File: config.mk
export PLATFORM = sky130hd
export DESIGN_NAME = tile_spiral_coverage_walker
export DESIGN_NICKNAME = d
export VERILOG_FILES = /design/src/tsw_pkg.sv /design/src/tsw_in_reg.sv /design/src/tsw_walker.sv /design/src/tsw_out_reg.sv /design/src/tile_spiral_coverage_walker.sv
export SDC_FILE = /design/constraint.sdc
export NUM_CORES = 1
export LEC_CHECK = 0
export ABC_AREA = 1
export BUFFER_PORTS_ARGS = -buffer_cell sky130_fd_sc_hd__buf_2
export CORE_MARGIN = 2
export CORE_UTILIZATION = 30
export CTS_BUF_LIST = sky130_fd_sc_hd__clkbuf_4 sky130_fd_sc_hd__clkbuf_8 sky130_fd_sc_hd__clkbuf_16
export DETAILED_ROUTE_END_ITERATION = 12
export GPL_TIMING_DRIVEN = 0
export PLACE_DENSITY = 0.58
export SYNTH_ARGS = -nofsm -noshare
export SYNTH_HDL_FRONTEND = slang
export SYNTH_SLANG_ARGS = --single-unit
File: constraint.sdc
create_clock -name clk_i -period 4.39 [get_ports clk_i]
set_input_delay 0.439 -clock clk_i [delete_from_list [all_inputs] [get_ports clk_i]]
set_output_delay 0.439 -clock clk_i [all_outputs]
set_load 0.05 [all_outputs]
File: src/tsw_pkg.sv
`timescale 1ns / 1ps
`default_nettype none
// ----------------------------------------------------------------------------
// tsw_pkg
// Types and constants shared by the spiral tile walker modules.
// ----------------------------------------------------------------------------
package tsw_pkg;

  localparam int TILE_SIZE    = 256;
  localparam int ZOOM_LEVELS  = 21;
  localparam int RADIUS_SHIFT = 17;

  localparam int COORD_W  = 20;
  localparam int POS_W    = COORD_W + 1;
  localparam int GRID_W   = POS_W + 1;
  localparam int ZOOM_W   = 5;
  localparam int SCALE_W  = 20;
  localparam int RADIUS_W = 16;
  localparam int RING_W   = 20;
  localparam int COV_W    = RING_W + 1 + SCALE_W;
  localparam int TILE_W   = $clog2(TILE_SIZE + 1);
  localparam int CMP_W    = COV_W + TILE_W;

  localparam logic [ZOOM_W-1:0] ZOOM_MAX = ZOOM_W'(ZOOM_LEVELS - 1);
  localparam logic [ZOOM_W-1:0] ZOOM_MIN_WALK = ZOOM_W'(2);

  localparam logic FUNC_START = 1'b0;
  localparam logic FUNC_NEXT  = 1'b1;

  typedef enum logic [1:0] {
    LEG_UP    = 2'd0,
    LEG_LEFT  = 2'd1,
    LEG_DOWN  = 2'd2,
    LEG_RIGHT = 2'd3
  } leg_e;

  typedef struct packed {
    logic                func;
    logic [COORD_W-1:0]  center_col;
    logic [COORD_W-1:0]  center_row;
    logic [ZOOM_W-1:0]   zoom;
    logic [SCALE_W-1:0]  scale;
    logic [RADIUS_W-1:0] coverage_radius;
  } tsw_req_t;

  typedef struct packed {
    logic [COORD_W-1:0] tile_x;
    logic [COORD_W-1:0] tile_y;
    logic [ZOOM_W-1:0]  tile_zoom;
    logic               found;
  } tsw_res_t;

endpackage
`default_nettype wire

File: src/tsw_in_reg.sv
`timescale 1ns / 1ps
`default_nettype none
// ----------------------------------------------------------------------------
// tsw_in_reg
// Request register in front of the walker step logic.
// ----------------------------------------------------------------------------
module tsw_in_reg
  import tsw_pkg::*;
(
  input  wire logic     clk_i,
  input  wire logic     rst_ni,
  input  wire logic     valid_i,
  output logic          ready_o,
  input  wire tsw_req_t req_i,
  output logic          valid_o,
  input  wire logic     ready_i,
  output tsw_req_t      req_o
);

  logic     valid_q;
  tsw_req_t req_q;

  assign ready_o = !valid_q || ready_i;
  assign valid_o = valid_q;
  assign req_o   = req_q;

  always_ff @(posedge clk_i or negedge rst_ni) begin
    if (!rst_ni) begin
      valid_q <= 1'b0;
    end else if (ready_o) begin
      valid_q <= valid_i;
    end
  end

  always_ff @(posedge clk_i) begin
    if (valid_i && ready_o) begin
      req_q <= req_i;
    end
  end

endmodule
`default_nettype wire

File: src/tsw_walker.sv
`timescale 1ns / 1ps
`default_nettype none
// ----------------------------------------------------------------------------
// tsw_walker
// Walk state and single-step spiral logic; state advances on each request.
// ----------------------------------------------------------------------------
module tsw_walker
  import tsw_pkg::*;
(
  input  wire logic     clk_i,
  input  wire logic     rst_ni,
  input  wire logic     fire_i,
  input  wire tsw_req_t req_i,
  output tsw_res_t      res_o
);

  logic [POS_W-1:0]    cur_x_q, cur_x_d;
  logic [POS_W-1:0]    cur_y_q, cur_y_d;
  logic [ZOOM_W-1:0]   zoom_q, zoom_d;
  logic [RING_W-1:0]   ring_q, ring_d;
  leg_e                leg_q, leg_d;
  logic [POS_W-1:0]    steps_q, steps_d;
  logic                ended_q, ended_d;
  logic [RADIUS_W-1:0] radius_q, radius_d;
  logic [SCALE_W-1:0]  scale_q, scale_d;
  logic [COV_W-1:0]    cov_q, cov_d;

  logic [GRID_W-1:0]   grid;
  logic [ZOOM_W-1:0]   start_zoom;
  logic [POS_W-1:0]    x1, y1, x2, y2;
  logic [POS_W-1:0]    steps_n;
  logic                stop;
  logic                leg_full;
  logic [CMP_W-1:0]    lhs, rhs;

  assign grid = GRID_W'(1) << zoom_q;
  assign lhs  = CMP_W'(cov_q) * CMP_W'(TILE_SIZE);
  assign rhs  = CMP_W'(radius_q) << RADIUS_SHIFT;
  assign start_zoom = (req_i.zoom > ZOOM_MAX) ? ZOOM_MAX : req_i.zoom;
  assign steps_n  = steps_q + POS_W'(1);
  assign leg_full = steps_n >= {ring_q, 1'b0};

  always_comb begin
    cur_x_d  = cur_x_q;
    cur_y_d  = cur_y_q;
    zoom_d   = zoom_q;
    ring_d   = ring_q;
    leg_d    = leg_q;
    steps_d  = steps_q;
    ended_d  = ended_q;
    radius_d = radius_q;
    scale_d  = scale_q;
    cov_d    = cov_q;
    res_o    = '0;
    stop     = 1'b0;
    x1       = cur_x_q;
    y1       = cur_y_q;
    x2       = cur_x_q;
    y2       = cur_y_q;

    // ring start: step down-right first
    if (leg_q == LEG_UP && steps_q == '0) begin
      if ((GRID_W'(cur_x_q) + GRID_W'(1) >= grid) ||
          (GRID_W'(cur_y_q) + GRID_W'(1) >= grid)) begin
        stop = 1'b1;
      end
      x1 = cur_x_q + POS_W'(1);
      y1 = cur_y_q + POS_W'(1);
    end

    unique case (leg_q)
      LEG_UP: begin
        if (y1 <= POS_W'(1)) stop = 1'b1;
        x2 = x1;
        y2 = y1 - POS_W'(1);
      end
      LEG_LEFT: begin
        if (x1 <= POS_W'(1)) stop = 1'b1;
        x2 = x1 - POS_W'(1);
        y2 = y1;
      end
      LEG_DOWN: begin
        if (GRID_W'(y1) + GRID_W'(1) >= grid) stop = 1'b1;
        x2 = x1;
        y2 = y1 + POS_W'(1);
      end
      LEG_RIGHT: begin
        if (GRID_W'(x1) + GRID_W'(1) >= grid) stop = 1'b1;
        x2 = x1 + POS_W'(1);
        y2 = y1;
      end
    endcase

    if (req_i.func == FUNC_START) begin
      cur_x_d  = POS_W'(req_i.center_col);
      cur_y_d  = POS_W'(req_i.center_row);
      zoom_d   = start_zoom;
      scale_d  = req_i.scale;
      radius_d = req_i.coverage_radius;
      ring_d   = RING_W'(1);
      leg_d    = LEG_UP;
      steps_d  = '0;
      ended_d  = start_zoom < ZOOM_MIN_WALK;
      // (2*ring+1)*scale for ring one
      cov_d    = COV_W'(req_i.scale) + COV_W'({req_i.scale, 1'b0});
      res_o.tile_x    = req_i.center_col;
      res_o.tile_y    = req_i.center_row;
      res_o.tile_zoom = start_zoom;
      res_o.found     = 1'b1;
    end else if (!ended_q) begin
      if (stop) begin
        ended_d = 1'b1;
      end else begin
        cur_x_d = x2;
        cur_y_d = y2;
        steps_d = leg_full ? '0 : steps_n;
        if (leg_full) begin
          if (leg_q == LEG_RIGHT) begin
            if (lhs > rhs) ended_d = 1'b1;
            if (&ring_q) ended_d = 1'b1;
            ring_d = ring_q + RING_W'(1);
            cov_d  = cov_q + COV_W'({scale_q, 1'b0});
            leg_d  = LEG_UP;
          end else begin
            leg_d = leg_e'(leg_q + 2'd1);
          end
        end
        res_o.tile_x    = x2[COORD_W-1:0];
        res_o.tile_y    = y2[COORD_W-1:0];
        res_o.tile_zoom = zoom_q;
        res_o.found     = 1'b1;
      end
    end
  end

  always_ff @(posedge clk_i or negedge rst_ni) begin
    if (!rst_ni) begin
      cur_x_q  <= '0;
      cur_y_q  <= '0;
      zoom_q   <= '0;
      ring_q   <= '0;
      leg_q    <= LEG_UP;
      steps_q  <= '0;
      ended_q  <= 1'b1;
      radius_q <= '0;
      scale_q  <= '0;
      cov_q    <= '0;
    end else if (fire_i) begin
      cur_x_q  <= cur_x_d;
      cur_y_q  <= cur_y_d;
      zoom_q   <= zoom_d;
      ring_q   <= ring_d;
      leg_q    <= leg_d;
      steps_q  <= steps_d;
      ended_q  <= ended_d;
      radius_q <= radius_d;
      scale_q  <= scale_d;
      cov_q    <= cov_d;
    end
  end

endmodule
`default_nettype wire

File: src/tsw_out_reg.sv
`timescale 1ns / 1ps
`default_nettype none
// ----------------------------------------------------------------------------
// tsw_out_reg
// Result register; holds a tile until the consumer takes it.
// ----------------------------------------------------------------------------
module tsw_out_reg
  import tsw_pkg::*;
(
  input  wire logic     clk_i,
  input  wire logic     rst_ni,
  input  wire logic     valid_i,
  output logic          ready_o,
  input  wire tsw_res_t res_i,
  output logic          valid_o,
  input  wire logic     ready_i,
  output tsw_res_t      res_o
);

  logic     valid_q;
  tsw_res_t res_q;

  assign ready_o = !valid_q || ready_i;
  assign valid_o = valid_q;
  assign res_o   = res_q;

  always_ff @(posedge clk_i or negedge rst_ni) begin
    if (!rst_ni) begin
      valid_q <= 1'b0;
    end else if (ready_o) begin
      valid_q <= valid_i;
    end
  end

  always_ff @(posedge clk_i) begin
    if (valid_i && ready_o) begin
      res_q <= res_i;
    end
  end

endmodule
`default_nettype wire

File: src/tile_spiral_coverage_walker.sv
// an accepted request is registered in the input stage, and its result in the output stage
// throughput: one request per cycle while results are taken, limited by the single-step walk state
// the coverage product is kept as a running sum, so no multiplier sits in the loop
// reset: both stages empty, no walk active, next requests answer not found
`timescale 1ns / 1ps
`default_nettype none
// ----------------------------------------------------------------------------
// tile_spiral_coverage_walker
// Square spiral tile generator: start request returns the center tile, each
// next request returns one more tile of the spiral around it, or not found once the walk has ended.
// ----------------------------------------------------------------------------
module tile_spiral_coverage_walker
  import tsw_pkg::*;
(
  input  wire logic     clk_i,
  input  wire logic     rst_ni,
  input  wire logic     req_valid_i,
  output logic          req_ready_o,
  input  wire tsw_req_t req_i,
  output logic          res_valid_o,
  input  wire logic     res_ready_i,
  output tsw_res_t      res_o
);

  logic     in_valid;
  logic     out_ready;
  logic     fire;
  tsw_req_t in_req;
  tsw_res_t step_res;

  assign fire = in_valid && out_ready;

  tsw_in_reg u_in_reg (
    .clk_i   (clk_i),
    .rst_ni  (rst_ni),
    .valid_i (req_valid_i),
    .ready_o (req_ready_o),
    .req_i   (req_i),
    .valid_o (in_valid),
    .ready_i (out_ready),
    .req_o   (in_req)
  );

  tsw_walker u_walker (
    .clk_i  (clk_i),
    .rst_ni (rst_ni),
    .fire_i (fire),
    .req_i  (in_req),
    .res_o  (step_res)
  );

  tsw_out_reg u_out_reg (
    .clk_i   (clk_i),
    .rst_ni  (rst_ni),
    .valid_i (in_valid),
    .ready_o (out_ready),
    .res_i   (step_res),
    .valid_o (res_valid_o),
    .ready_i (res_ready_i),
    .res_o   (res_o)
  );

  a_empty_stage_ready: assert property (@(posedge clk_i) disable iff (!rst_ni)
    !in_valid |-> req_ready_o)
    else $error("input stage empty but request not taken");

  a_start_found: assert property (@(posedge clk_i) disable iff (!rst_ni)
    fire && in_req.func == FUNC_START |=> res_valid_o && res_o.found)
    else $error("start request did not return the center tile");

  a_none_zero: assert property (@(posedge clk_i) disable iff (!rst_ni)
    res_valid_o && !res_o.found |->
      res_o.tile_x == '0 && res_o.tile_y == '0 && res_o.tile_zoom == '0)
    else $error("end of walk with nonzero tile fields");

  a_zoom_range: assert property (@(posedge clk_i) disable iff (!rst_ni)
    res_valid_o && res_o.found |-> res_o.tile_zoom <= ZOOM_MAX)
    else $error("tile zoom above top level");

endmodule
`default_nettype wire

==> run summary <==
drt wl/cell: 19.6 um
slew at the pin closest to its max-slew limit: 1260 ps
Setup Crit Path Kind: register to register
Worst path most repeated cell: nand2_2
register area share after synthesis: 34.8%
min cycle time layout: 4930 ps
vias: 24308
vias in the first global route: 22579
nature of the critical path startpoint: register
non-filler cells, final: 4725
GRT Util Overall: 22.0%
commonest non-fill, non-tap cell in the layout: nand2_1
setup violators final: 172
number of routed nets with antenna violations: 0
mapped cell area: 23300 um2
initial antenna violation count: 1
ys async rst share: 57.0%
Syn Inst Count: 3326
yosys warns: 0
Layout fillers: 8037
net count after synthesis: 3593
Max Transition Viols Final: 0
R2R cell count: 36
Detailed Route WL: 92700 um
core area: 77100 um2
unrepaired setup endpoints after global routing: true
post-synth cell types: 51
Rows: 102
die width: 283 um
most frequent cells in the layout: nand2_1 (900), inv_1 (319), nor2_1 (255)
Nets: 3920
Remaining DRCs: 0
Critical Path RT: 4780 ps
WP buf/inv: 10
syn avg cell area: 7.00 um2
relative slew slack: 16.1%
final design utilization: 39.7%
Pwr Density: 826 nW/um2
DR iter-0 viols: 2135
Levels on crit path: 36
first-pass detailed-route iteration total: 6
FMAX: 0.203 GHz
Post-synth EDFFs: 128
Num CTS Buffers: 41
Initial Util: 30.2%
Post-DP Area: 25300 um2
routed vias/inst: 5.14
Layout area overhead: 31.5%
max cap viols: 0
violations in the final reports: setup timing
critical path peak fanout: 6
first-pass GRT wire length: 134000 um
Die Ht: 283 um
worst-skew pair later-pin latency: 600 ps
CP max stage cell: dfrtp_1
Worst-path clk slew: 70 ps
CP arrival: 5310 ps
I/O Pins: 134
GPL Wtd Cong: 0.994
dominant synthesized flop cell: dfrtp_1
n_diodes: 0
static leakage: 14.0 nW
Clock Sinks: 298
die area: 79800 um2
post-synthesis register bit count: 298
CTS tree: done
CTS Root Cell: clkbuf_16
Detail Placement HPWL: 67300 um
hold path depth: 1
outcome: finished, violations left
CP Capture Type: register
total gr overflow: 0
Final period util: 112%
Largest stage delay, worst path: 400 ps
largest net degree at the start of global routing: 88
fin worst setup slack: -536 ps
Peak VDD IR: 380 uV
HP Class: primary input to register
total negative slack: -71410 ps
Port Buffers: 133
final instance area: 30600 um2
placed insts: 4501
share of cells above drive strength 1: 22.4%
PnR Total Power: 25.3 mW
H-tree depth: 2
Clock Path Buffers: 3
CP delay by family, top: simple AND/OR/NAND/NOR gates
Worst Skew: 30.4 ps
Final Hold Viols: 0
cell usage after synthesis (9+ instances only):
cell | count | share of area (%)
xor2_1 | 67 | 2.5
xnor2_1 | 12 | 0.45
o21ai_1 | 38 | 0.82
nand2_2 | 9 | 0.24
nand3_1 | 188 | 4.0
inv_1 | 339 | 5.5
inv_2 | 10 | 0.16
buf_6 | 9 | 0.44
o21bai_1 | 9 | 0.29
clkbuf_1 | 61 | 0.98
a31oi_1 | 13 | 0.35
nand2_1 | 1099 | 18
nand4_1 | 110 | 3.0
a21oi_1 | 165 | 3.5
nor2_1 | 302 | 4.9
o211ai_1 | 11 | 0.35
o21a_1 | 14 | 0.45
dfrtp_1 | 169 | 18
buf_4 | 10 | 0.32
edfxtp_1 | 128 | 17
ha_1 | 179 | 9.6
nor4_1 | 29 | 0.78
buf_2 | 17 | 0.37
o21ai_0 | 198 | 4.3
nor3_1 | 49 | 1.1
per-stage QoR:
step | worst slack [ps] | hold WS (ps)
2_1_floorplan | 24.6 | 143
3_3_place_gp | -2040 | 442
3_5_place_dp | -1960 | 446
4_1_cts | -436 | 1.06
5_1_grt | -701 | 11.7
6_report | -536 | 22.2
worst register-to-register path, delay by kind of cell, from the launching register on:
family          cells  cell delay [ps]
simple gates       18             1850
compound gates      5              770
buf+inv            10             1090
fa+ha+maj           3              610
flops               1              400
area by class of cell:
cell class | instances | area, um2 | area share [%]
clock inverters | 25 | 209 | 0.683
clock buffers | 50 | 1140 | 3.73
multi-input cells | 2569 | 15200 | 49.7
repair buffers | 288 | 2460 | 8.06
plain buffers | 98 | 815 | 2.66
well taps | 1040 | 1300 | 4.25
flip-flops and latches | 298 | 8110 | 26.5
inverters | 357 | 1360 | 4.43
final timing paths:
check	slack (ps)	from	to
max	-540	u_walker.leg_q[0]	u_out_reg.res_o[2]
min reg2reg	460	u_in_reg.req_o[12]	u_walker.radius_q[12]
min in group asynchronous	430	rst_ni	u_walker.cur_x_q[12]
max reg2reg	-540	u_walker.leg_q[0]	u_out_reg.res_o[2]
min	20	req_i[81]	u_in_reg.req_o[81]
max in group asynchronous	2920	rst_ni	u_walker.cov_q[16]
registers in the layout (all words and copies together) (netlist names):
register	count
u_out_reg.res_o	46
u_walker.steps_q	21
u_walker.radius_q	16
u_in_reg.req_o	82
u_walker.ring_q	20
u_in_reg.valid_o	1
u_walker.cov_q	41
u_walker.ended_q	1
u_walker.cur_x_q	21
u_walker.cur_y_q	21
u_walker.zoom_q	5
u_walker.leg_q	2
u_out_reg.valid_o	1
u_walker.scale_q	20
cell families (layout without fill, tap and decap cells):
kind of cell	count (synthesis)	count (layout)	synth area share (%)
adder cells (fa/ha/maj)	181	181	9.80
buffers and inverters	459	818	7.95
flip-flops	298	298	34.8
multiplexers	1	1	0.0430
XOR/XNOR	79	79	2.97
AO/OA/AOI/OAI	487	487	11.6
AND/OR/NAND/NOR	1821	1821	32.9
routing by layer:
metal	track usage, %	wire length (um)	up-vias
met4	9.27	4780	2
met2	36.8	43400	915
li1	-	-	11734
met1	28.2	38400	11430
met5	0	13	-
met3	3.26	6190	227
what timing repair did:
item	in CTS	in global routing
gates cloned	7	15
pin swaps	28	96
hold buffers	11	0
endpoints found under the hold margin	92	0
resized for setup	306	367
buffers inserted	56	64
endpoints found under the setup margin	172	172
report_power, final:
part | switching (mW) | internal [mW]
Combinational | 11.1 | 6.45
Clock | 1.39 | 1.98
Sequential | 0.688 | 3.60
(Power assumes the default switching activity.)
